[config.mk]
export PLATFORM = sky130hd
export DESIGN_NAME = length_prefixed_frame_splitter_core
export DESIGN_NICKNAME = d
export VERILOG_FILES = /design/src/lpfs_pkg.sv /design/src/lpfs_in_reg.sv /design/src/lpfs_deframe.sv /design/src/lpfs_out_reg.sv /design/src/length_prefixed_frame_splitter_core.sv
export SDC_FILE = /design/constraint.sdc
export NUM_CORES = 1
export LEC_CHECK = 0
export ABC_AREA = 1
export BUFFER_PORTS_ARGS = -buffer_cell sky130_fd_sc_hd__buf_4
export CAP_MARGIN = 20
export CELL_PAD_IN_SITES_DETAIL_PLACEMENT = 2
export CELL_PAD_IN_SITES_GLOBAL_PLACEMENT = 2
export CORE_MARGIN = 5
export CORE_UTILIZATION = 31
export DETAILED_ROUTE_END_ITERATION = 7
export PLACE_DENSITY = 0.82
export SLEW_MARGIN = 20
export SYNTH_ARGS = -nofsm -noshare
export SYNTH_HDL_FRONTEND = slang
export SYNTH_SLANG_ARGS = --single-unit
[constraint.sdc]
create_clock -name clk -period 2.15 [get_ports clk]
set_clock_uncertainty 0.05 [all_clocks]
set_input_delay 0.43 -clock clk [delete_from_list [all_inputs] [get_ports clk]]
set_output_delay 0.43 -clock clk [all_outputs]
set_load 0.1 [all_outputs]
[src/lpfs_pkg.sv]
// shared types and constants for the length prefixed frame splitter
package lpfs_pkg;

  localparam int BYTE_W     = 8;
  localparam int LEN_W      = 32;
  localparam int ACC_W      = LEN_W - BYTE_W;
  localparam int IN_DATA_W  = 8;
  localparam int OUT_DATA_W = 24;
  localparam int OUT_USER_W = 3;

  typedef enum logic [5:0] {
    PH_LEN0 = 6'b000001,
    PH_LEN1 = 6'b000010,
    PH_LEN2 = 6'b000100,
    PH_LEN3 = 6'b001000,
    PH_CODE = 6'b010000,
    PH_BODY = 6'b100000
  } phase_t;

  typedef struct packed {
    logic              valid;
    logic [BYTE_W-1:0] rx_byte;
    logic              link_error;
  } in_item_t;

  typedef struct packed {
    logic [BYTE_W-1:0] byte_out;
    logic              frame_start;
    logic              header_byte;
    logic              frame_end;
    logic [BYTE_W-1:0] msg_code;
    logic              code_present;
    logic              code_match;
    logic              error_flag;
  } res_t;

endpackage

[src/lpfs_in_reg.sv]
// input register stage of the frame splitter
module lpfs_in_reg (
  input  logic                          clk,
  input  logic                          rst_n,
  input  logic                          in_tvalid,
  output logic                          in_tready,
  input  logic [lpfs_pkg::IN_DATA_W-1:0] in_tdata,  // rx_byte
  input  logic                          in_tuser,  // link_error
  input  logic                          adv,
  output lpfs_pkg::in_item_t            s0
);
  import lpfs_pkg::*;

  logic              valid_r;
  logic              valid_nxt;
  logic [BYTE_W-1:0] byte_r;
  logic              err_r;

  assign in_tready = !valid_r || adv;

  always_comb begin
    valid_nxt = valid_r;
    if (in_tready) begin
      valid_nxt = in_tvalid;
    end
  end

  always_ff @(posedge clk) begin
    if (!rst_n) begin
      valid_r <= 1'b0;
    end else begin
      valid_r <= valid_nxt;
    end
  end

  always_ff @(posedge clk) begin
    if (in_tready && in_tvalid) begin
      byte_r <= in_tdata[BYTE_W-1:0];
      err_r  <= in_tuser;
    end
  end

  assign s0.valid      = valid_r;
  assign s0.rx_byte    = byte_r;
  assign s0.link_error = err_r;

endmodule

[src/lpfs_deframe.sv]
// framing state and per item decode of the frame splitter
module lpfs_deframe (
  input  logic                       clk,
  input  logic                       rst_n,
  input  lpfs_pkg::in_item_t         s0,
  input  logic                       adv,
  input  logic [lpfs_pkg::BYTE_W-1:0] match_code,
  output lpfs_pkg::res_t             res
);
  import lpfs_pkg::*;

  phase_t            phase_r, phase_nxt;
  logic [ACC_W-1:0]  acc_r, acc_nxt;
  logic [LEN_W-1:0]  rem_r, rem_nxt;
  logic [BYTE_W-1:0] code_r, code_nxt;
  logic [LEN_W-1:0]  rem_dec;
  logic [LEN_W-1:0]  len;
  logic              fire;
  logic [BYTE_W-1:0] b;

  assign fire    = s0.valid && adv;
  assign b       = s0.rx_byte;
  assign rem_dec = rem_r - LEN_W'(1);
  assign len     = {acc_r, b};

  always_comb begin
    phase_nxt = phase_r;
    acc_nxt   = acc_r;
    rem_nxt   = rem_r;
    code_nxt  = code_r;
    res       = '0;
    if (s0.link_error) begin
      res.error_flag = 1'b1;
    end else begin
      res.byte_out = b;
      case (phase_r)
        PH_LEN1: begin
          res.header_byte = 1'b1;
          acc_nxt         = {acc_r[ACC_W-BYTE_W-1:0], b};
          phase_nxt       = PH_LEN2;
        end
        PH_LEN2: begin
          res.header_byte = 1'b1;
          acc_nxt         = {acc_r[ACC_W-BYTE_W-1:0], b};
          phase_nxt       = PH_LEN3;
        end
        PH_LEN3: begin
          res.header_byte = 1'b1;
          rem_nxt         = len;
          if (len == '0) begin
            res.frame_end = 1'b1;
            phase_nxt     = PH_LEN0;
          end else begin
            phase_nxt = PH_CODE;
          end
        end
        PH_CODE: begin
          code_nxt = b;
          rem_nxt  = rem_dec;
          if (rem_dec == '0) begin
            res.frame_end    = 1'b1;
            res.code_present = 1'b1;
            res.msg_code     = b;
            res.code_match   = (b == match_code);
            phase_nxt        = PH_LEN0;
          end else begin
            phase_nxt = PH_BODY;
          end
        end
        PH_BODY: begin
          rem_nxt = rem_dec;
          if (rem_dec == '0) begin
            res.frame_end    = 1'b1;
            res.code_present = 1'b1;
            res.msg_code     = code_r;
            res.code_match   = (code_r == match_code);
            phase_nxt        = PH_LEN0;
          end
        end
        default: begin
          res.frame_start = 1'b1;
          res.header_byte = 1'b1;
          acc_nxt         = ACC_W'(b);
          code_nxt        = '0;
          phase_nxt       = PH_LEN1;
        end
      endcase
    end
  end

  always_ff @(posedge clk) begin
    if (!rst_n) begin
      phase_r <= PH_LEN0;
      acc_r   <= '0;
      rem_r   <= '0;
      code_r  <= '0;
    end else if (fire) begin
      phase_r <= phase_nxt;
      acc_r   <= acc_nxt;
      rem_r   <= rem_nxt;
      code_r  <= code_nxt;
    end
  end

endmodule

[src/lpfs_out_reg.sv]
// result register stage of the frame splitter
module lpfs_out_reg (
  input  logic                            clk,
  input  logic                            rst_n,
  input  logic                            s0_valid,
  input  lpfs_pkg::res_t                  res,
  output logic                            adv,
  output logic                            out_tvalid,
  input  logic                            out_tready,
  // byte_out, msg_code, code_present, code_match, zero fill
  output logic [lpfs_pkg::OUT_DATA_W-1:0] out_tdata,
  // frame_start, header_byte, error_flag
  output logic [lpfs_pkg::OUT_USER_W-1:0] out_tuser,
  output logic                            out_tlast
);
  import lpfs_pkg::*;

  logic valid_r, valid_nxt;
  res_t res_r;

  assign adv = !valid_r || out_tready;

  always_comb begin
    valid_nxt = valid_r;
    if (adv) begin
      valid_nxt = s0_valid;
    end
  end

  always_ff @(posedge clk) begin
    if (!rst_n) begin
      valid_r <= 1'b0;
    end else begin
      valid_r <= valid_nxt;
    end
  end

  always_ff @(posedge clk) begin
    if (adv && s0_valid) begin
      res_r <= res;
    end
  end

  assign out_tvalid = valid_r;
  assign out_tdata  = {6'b0, res_r.code_match, res_r.code_present,
                       res_r.msg_code, res_r.byte_out};
  assign out_tuser  = {res_r.error_flag, res_r.header_byte, res_r.frame_start};
  assign out_tlast  = res_r.frame_end;

endmodule

[src/length_prefixed_frame_splitter_core.sv]
// top level of the length prefixed frame splitter
// an accepted item goes through the input register and then the result register to the output
// throughput: one item per cycle if out_tready is high (one decode step between registers)
// ready toward the input follows out_tready combinationally through both stages
// reset (rst_n low, synchronous): both stages empty, framing waits for a first length byte,
// match code cleared to zero
module length_prefixed_frame_splitter_core (
  input  logic                            clk,
  input  logic                            rst_n,
  input  logic                            cfg_we,
  input  logic [lpfs_pkg::BYTE_W-1:0]     cfg_wdata,   // match code
  input  logic                            in_tvalid,
  output logic                            in_tready,
  input  logic [lpfs_pkg::IN_DATA_W-1:0]  in_tdata,    // rx_byte
  input  logic                            in_tuser,    // link_error
  output logic                            out_tvalid,
  input  logic                            out_tready,
  // byte_out, msg_code, code_present, code_match, zero fill
  output logic [lpfs_pkg::OUT_DATA_W-1:0] out_tdata,
  // frame_start, header_byte, error_flag
  output logic [lpfs_pkg::OUT_USER_W-1:0] out_tuser,
  output logic                            out_tlast    // frame_end
);
  import lpfs_pkg::*;

  logic [BYTE_W-1:0] exp_code_r;
  in_item_t          s0;
  res_t              res;
  logic              adv;

  always_ff @(posedge clk) begin
    if (!rst_n) begin
      exp_code_r <= '0;
    end else if (cfg_we) begin
      exp_code_r <= cfg_wdata;
    end
  end

  lpfs_in_reg u_in_reg (
    .clk       (clk),
    .rst_n     (rst_n),
    .in_tvalid (in_tvalid),
    .in_tready (in_tready),
    .in_tdata  (in_tdata),
    .in_tuser  (in_tuser),
    .adv       (adv),
    .s0        (s0)
  );

  lpfs_deframe u_deframe (
    .clk        (clk),
    .rst_n      (rst_n),
    .s0         (s0),
    .adv        (adv),
    .match_code (exp_code_r),
    .res        (res)
  );

  lpfs_out_reg u_out_reg (
    .clk        (clk),
    .rst_n      (rst_n),
    .s0_valid   (s0.valid),
    .res        (res),
    .adv        (adv),
    .out_tvalid (out_tvalid),
    .out_tready (out_tready),
    .out_tdata  (out_tdata),
    .out_tuser  (out_tuser),
    .out_tlast  (out_tlast)
  );

`ifndef SYNTH
  a_accept_fills_stage: assert property (@(posedge clk) disable iff (!rst_n)
    in_tvalid && in_tready |=> s0.valid)
    else $error("accepted item did not reach the input stage");

  a_error_clean: assert property (@(posedge clk) disable iff (!rst_n)
    out_tvalid && out_tuser[2] |-> out_tdata == '0 && !out_tlast && out_tuser[1:0] == 2'b00)
    else $error("error item carries data or marks");

  a_match_needs_end: assert property (@(posedge clk) disable iff (!rst_n)
    out_tvalid && out_tdata[17] |-> out_tdata[16] && out_tlast)
    else $error("code match without present code at frame end");

  a_header_no_code: assert property (@(posedge clk) disable iff (!rst_n)
    out_tvalid && out_tuser[1] |-> !out_tdata[16] && out_tdata[15:8] == '0)
    else $error("length byte reports a message code");
`endif

endmodule

Word level (Yosys, flattened, before mapping)
Cells that the tools add are included.

word-level totals
  flip-flop bits (word level) = 111
  input port bits = 22
  output and inout bits = 30
  word-level logic and storage cells = 62

cells by class
  add/subtract/negate cells = 1
  eq/ne operators = 8
  mux-type cells = 15
  bitwise logic cells = 3
  reduce and logical (&&, ||, !) cells = 18

operator list
  operator                                             number
  logical NOT 32 bit                                   2
  one-hot mux 32 bit (2 select lines)                  1
  one-hot mux 24 bit (2 select lines)                  1
  subtractor 32 x 1 -> 32 bit, second input constant   1
  one-hot mux 6 bit (5 select lines)                   1
  two-way mux 11 bit                                   2
  one-hot mux 10 bit (2 select lines)                  1
  equality test 8 bit                                  2
  one-hot mux 8 bit (2 select lines)                   1
  two-way mux 6 bit                                    2
  AND reduction 3 bit                                  4
  equality test 6 x 2 -> 1 bit, second input constant  1
  equality test 6 x 3 -> 1 bit, second input constant  1
  equality test 6 x 4 -> 1 bit, second input constant  1
  equality test 6 x 5 -> 1 bit, second input constant  1
  equality test 6 bit, second input constant           1
  two-way mux 5 bit                                    1
  OR reduction 5 bit                                   1
  two-way mux 1 bit                                    4
  OR reduction 2 bit                                   2
  OR reduction 4 bit                                   1
  NOT 1 bit                                            3
  one-hot mux 1 bit (3 select lines)                   1
  OR reduction 3 bit                                   1
  5 further kinds                                      8

Logic depth before layout (Yosys ltp)
  depth in word-level cells = 4
  depth in mapped cells = 18
  gate-level depth less buffers = 18

Modules after synthesis
From an unflattened synthesis, not the netlist that was laid out.

unflattened totals
  cell total of the unflattened synthesis = 859
  area total of the unflattened synthesis = 6132.1 um2

by module, submodules not included
  module                               times used  cells each  area an instance (um2)  sequential area each (um2)
  lpfs_deframe                         1           754         4678.2                  1401.3
  lpfs_out_reg                         1           36          760.7                   680.7
  length_prefixed_frame_splitter_core  1           51          356.6                   160.2
  lpfs_in_reg                          1           18          336.6                   290.3

Worst setup path before layout
OpenSTA, ideal clock, no wires.

  path kind = reg2reg
  start point = register u_out_reg.valid_r (netlist: u_out_reg.out_tvalid)
  end point = register u_in_reg.byte_r[0], enable pin
  setup time = 0.284 ns
  data arrival time = 2.473 ns
  data required time = 1.816 ns
  setup slack = -0.657 ns
  stages on the path, launching flop included = 4
  buffers on the path = 0
  period minus slack after synthesis = 2.807 ns
  cell sequence = dfxtp_1 nand3_1 nand2_1 inv_1

between the ends
  word-level cells in the longest chain between the ends = 4

ends and longest elaborated chain
  item                      RTL line                                   RTL
  start: declaration        lpfs_out_reg.sv:18                         logic valid_r, valid_nxt;
  start signal: assignment  lpfs_out_reg.sv:34                         valid_r <= valid_nxt;
  logical NOT 1 bit         lpfs_out_reg.sv:21                         assign adv = !valid_r || out_tready;
  logical OR 1 bit          lpfs_out_reg.sv:21
  logical OR 1 bit          lpfs_in_reg.sv:19                          assign in_tready = !valid_r || adv;
  via in_tready             length_prefixed_frame_splitter_core.sv:13  output logic in_tready,
  logical AND 1 bit         lpfs_in_reg.sv:37                          if (in_tready && in_tvalid) begin
  end signal: assignment    lpfs_in_reg.sv:38                          byte_r <= in_tdata[BYTE_W-1:0];
  end: declaration          lpfs_in_reg.sv:16                          logic [BYTE_W-1:0] byte_r;

The timed path passes the listed nets, and every way through them passes these cells.
A chain may end at the register's enable or synchronous reset.

Worst setup path after layout
  start point = register u_deframe.rem_r[0]
  end point = register u_out_reg.res_r (netlist bit u_out_reg.out_tdata[14]) (data pin)

between the ends
  word-level cells in the longest chain between the ends = 4
  elaborated cells on any way between the ends = 5
  those cells by class = add/sub: 1; mux: 3; reduce/logical: 1

ends and longest elaborated chain
  item                                     RTL line                                RTL
  start: declaration                       lpfs_deframe.sv:14                      logic [LEN_W-1:0] rem_r, rem_nxt;
  start signal: assignment                 lpfs_deframe.sv:100                     rem_r <= rem_nxt;
  subtractor 32 x 1 -> 32 bit (*)          lpfs_deframe.sv:23                      assign rem_dec = rem_r - LEN_W'(1);
  logical NOT 32 bit (*)                   lpfs_deframe.sv:60, lpfs_deframe.sv:72
  two-way mux 11 bit (on tied branches)    lpfs_deframe.sv:72, lpfs_deframe.sv:60
  one-hot mux 10 bit (2 select lines) (*)  lpfs_deframe.sv:36                      case (phase_r)
  end signal: assignment                   lpfs_out_reg.sv:40                      res_r <= res;
  end: declaration                         lpfs_out_reg.sv:19                      res_t res_r;

Every way passes the cells marked *; elsewhere a longest branch is shown, timed or not.

==> flow_summary_export.csv <==
group,metric,value,unit
run_status,status,"finished, violations left",
run_status,violations,"negative setup slack",
cells_and_area,area_growth,40.1,%
pwr,power.density,588,nW/um2
pwr,p_leak,3.57,nW
logic_synthesis,ys.flop_type,"dfxtp_1",
pwr,switching_share,0.332,
worst_setup_path,reg2reg_from,"u_deframe.rem_r[0]",
cells_and_area,nets,975,
die,ioPinCount,52,
drt,wl_per_cell,28.1,um
timing,drv_slew,0,
timing,rsz0062_at_grt,"yes",
timing,hold_viol,0,
logic_synthesis,avgSynthCellArea,7.40,um2
logic_synthesis,synthXorXnorAreaFrac,0.0221,
timing,max_freq,372,MHz
pwr,internal-power,3.27,mW
clocking,htree_levels,3,
min_path,holdPathStages,1,
timing,slew_headroom,0.655,
pwr,clkPwrFrac,0.374,
worst_setup_path,reg2regPathDepth,17,
pwr,power.total,4.89,mW
drt,drc,0,
drt,vias_per_cell,5.81,
drt,drt-total-wl,33500,um
die,start_util,0.316,
worst_setup_path,crit_type,"reg2reg",
logic_synthesis,yosys.area_share.simple,0.307,
cells_and_area,drive_above_1_share,0.372,
min_path,hold_path_end,"u_in_reg.byte_r[3]",
timing,whs,158,ps
pwr,ir_drop,905,uV
min_path,hp-class,"in2reg",
min_path,hp-start,"in_tdata[3]",
timing,setup_violations,19,
pwr,p_seq_frac,0.468,
worst_setup_path,setup.worst_path.end_class,"register",
place,gp_congestion,0.801,
clocking,clk_pin_slew,90,ps
clocking,cts-root-buf,"clkbuf_16",
logic_synthesis,yosysSeqAreaShare,0.426,
global_routing,grt_pass1_vias,7305,
cells_and_area,antennaDiodeCount,0,
global_routing,antenna_found_initial,0,
die,fp.dieW,148,um
clocking,tritoncts,"done",
die,core_area,18800,um2
worst_setup_path,crit_fanout,6,
logic_synthesis,synth_cells,803,
logic_synthesis,synth_enable_flop_cells,31,
flow_run,cap_violations,0,
logic_synthesis,synth_top_family_by_area,"simple AND/OR/NAND/NOR gates",
logic_synthesis,synth_mux_area_frac,0,
logic_synthesis,ys_ff_latch,111,
timing,worst_slack,-541,ps
pwr,switchingPower,1.62,mW
logic_synthesis,netlist_area,5940,um2
global_routing,grt-ovfl-total,0,
drt,vias,6909,
die,core.rowCount,50,
timing,tightest_slew,513,ps
clocking,cts_buffers,9,
logic_synthesis,async_reset_ff_frac,0,
worst_setup_path,crit_start,"u_deframe.rem_r[0]",
drt,dr.pass1.iters,6,
die,die-area,22000,um2
logic_synthesis,synth_compound_area_frac,0.157,
worst_setup_path,arrival,2890,ps
place,dp_hpwl,17800,um
worst_setup_path,r2r_end,"u_out_reg.out_tdata[14]",
global_routing,grt_max_degree,41,
clocking,clockBufferDepth,2,
die,die-height,148,um
pwr,combPwrFrac,0.159,
worst_setup_path,reg2reg_slack,-540,ps
clocking,worst_skew_pair.late_latency,390,ps
logic_synthesis,synth_fa_ha_area_frac,0.00421,
drt,drtAntennaViolNets,0,
worst_setup_path,required,2350,ps
place,numPortBuffers,45,
clocking,cts_hold_buf,0,
global_routing,grt_usage,0.261,
timing,fin_crit_sh,1.25,
drt,drt_iter0_drc,501,
logic_synthesis,synth_cell_types,40,
timing,post-route-min-period,2690,ps
worst_setup_path,start_kind,"register",
global_routing,grt_pass1_wl,44000,um
logic_synthesis,yosysWarnings,0,
clocking,clock_sinks,111,
==> timing repair <==
action	4_1_cts	5_1_grt
buffers inserted	12	17
pin swaps	33	40
cloned	0	2
setup endpoints to repair	28	63
gates resized for setup	76	113
==> cell usage in the layout, fill, tap and decap left out, types with 3 or more instances in the layout <==
| master | Yosys | final |
|---|---|---|
| buf_4 | 7 | 145 |
| nand2_1 | 182 | 135 |
| nor2_1 | 118 | 90 |
| dfxtp_1 | 80 | 71 |
| inv_1 | 74 | 68 |
| a21oi_1 | 72 | 62 |
| nand2_2 | 5 | 43 |
| nand3_1 | 50 | 39 |
| o21ai_0 | 44 | 38 |
| edfxtp_1 | 31 | 31 |
| nor2_4 | 8 | 30 |
| nor2_2 | 10 | 17 |
| a221oi_2 | 15 | 16 |
| buf_6 | 4 | 15 |
| nand4_1 | 13 | 13 |
| a21oi_2 | 1 | 10 |
| nor4_1 | 10 | 10 |
| clkbuf_16 | 0 | 10 |
| nand2_4 | 0 | 9 |
| dfxtp_2 | 0 | 8 |
| nand3_4 | 1 | 7 |
| xnor2_1 | 7 | 7 |
| a31oi_1 | 7 | 7 |
| inv_2 | 3 | 6 |
| nand3_2 | 1 | 6 |
| xor2_1 | 8 | 6 |
| conb_1 | 1 | 6 |
| o21ai_1 | 4 | 5 |
| o21ai_2 | 0 | 5 |
| or2_2 | 4 | 4 |
| buf_12 | 0 | 4 |
| inv_4 | 0 | 3 |
| nor3_1 | 4 | 3 |
==> Yosys cell counts, types with 2 or more instances <==
cell	n	area share
buf_6	4	0.0076
nor2_1	118	0.075
clkbuf_1	19	0.012
dfxtp_1	80	0.27
edfxtp_1	31	0.16
nand3_1	50	0.042
ha_1	2	0.0042
nor2_4	8	0.015
nand2_1	182	0.12
or2_2	4	0.0042
buf_4	7	0.0088
a211oi_1	4	0.0051
nand2_2	5	0.0053
nor4_1	10	0.011
inv_1	74	0.047
xnor2_1	7	0.010
o21ai_0	44	0.037
nor3_4	2	0.0055
o21ai_1	4	0.0034
nor3_1	4	0.0034
xor2_1	8	0.012
buf_2	4	0.0034
nand4_1	13	0.014
nor2_2	10	0.011
inv_2	3	0.0019
a21oi_1	72	0.061
a221oi_2	15	0.038
a31oi_1	7	0.0074
==> per-layer routing <==
| metal | vias up | GRT usage | routed length, um |
|---|---|---|---|
| met5 | - | 0 | 0 |
| met4 | 0 | 0.121 | 1780 |
| met3 | 138 | 0.0506 | 1940 |
| met2 | 346 | 0.465 | 17100 |
| li1 | 2949 | - | - |
| met1 | 3476 | 0.302 | 12700 |
==> cells by family (layout without fill, tap and decap cells) <==
group / after synthesis / in the layout
and+or+nand+nor: 410 / 411
AOI/OAI and AO/OA: 150 / 150
buffers and inverters: 114 / 261
DFF: 111 / 111
xor gates and xnor gates: 15 / 15
adders and majority gates: 2 / 2
other: 1 / 6
==> power groups by stage <==
stage,Sequential (mW),Clock [mW],Combinational (mW)
after floorplan,2.46,0,0.286
after global placement,2.32,0,0.629
after detailed placement,2.32,0,0.654
after CTS,2.28,1.82,0.682
after global routing,2.29,1.93,0.810
final,2.29,1.83,0.776
==> sequential cells by signal (all words and copies together), names as in the netlist, 3 cells and up <==
signal               flops
u_deframe.code_r         8
u_deframe.phase_r        6
u_deframe.rem_r         32
exp_code_r               8
u_out_reg.out_tdata     18
u_out_reg.out_tuser      3
u_in_reg.byte_r          8
u_deframe.acc_r         24
==> worst max-delay path: stages (launching register included) <==
cell and delay [ps]:
dfxtp_2 350, inv_4 90, ha_4 180, nand3_4 170, nor2_4 250, buf_6 150
nand3_4 80, nand2_4 110, nand3_4 90, nor2_4 100, nand2_2 90, nor2_4 160
nand3_4 160, inv_2 170, nand2_4 100, inv_2 80, nand2_1 60, nand2_1 90
==> how the worst max path moves through the flow <==
| stage | slack [ps] | cells after the start | to |
|---|---|---|---|
| 6_report | -540 | 17 | u_out_reg.out_tdata[14] |
| 2_1_floorplan | 30 | 14 | u_out_reg.out_tdata[17] |
| 3_5_place_dp | -520 | 14 | u_out_reg.out_tdata[12] |
| 3_3_place_gp | -310 | 16 | u_out_reg.out_tdata[14] |
| 4_1_cts | -260 | 15 | u_out_reg.out_tdata[10] |
| 5_1_grt | -610 | 15 | u_out_reg.out_tdata[17] |
==> per-stage QoR <==
step	util	std cells	TNS [ps]	setup slack [ps]	area, um2
floorplan	-	808	0	33.1	5970
global placement	0.380	1145	-4350	-311	7130
finish	0.443	1190	-8330	-541	8320
global route	0.443	1190	-10540	-615	8320
CTS	0.414	1173	-3640	-262	7770
detailed placement	0.380	1145	-8140	-522	7130
==> cell type report <==
class / count / area (um2)
fill: 2086 / 10400
tap: 234 / 293
clock buffer: 10 / 229
clock inverter: 6 / 72.6
inverter: 79 / 305
timing repair buffer: 166 / 1380
multi-input combinational: 584 / 3500
sequential: 111 / 2550
No activity file was read; power rests on OpenSTA's default activity.
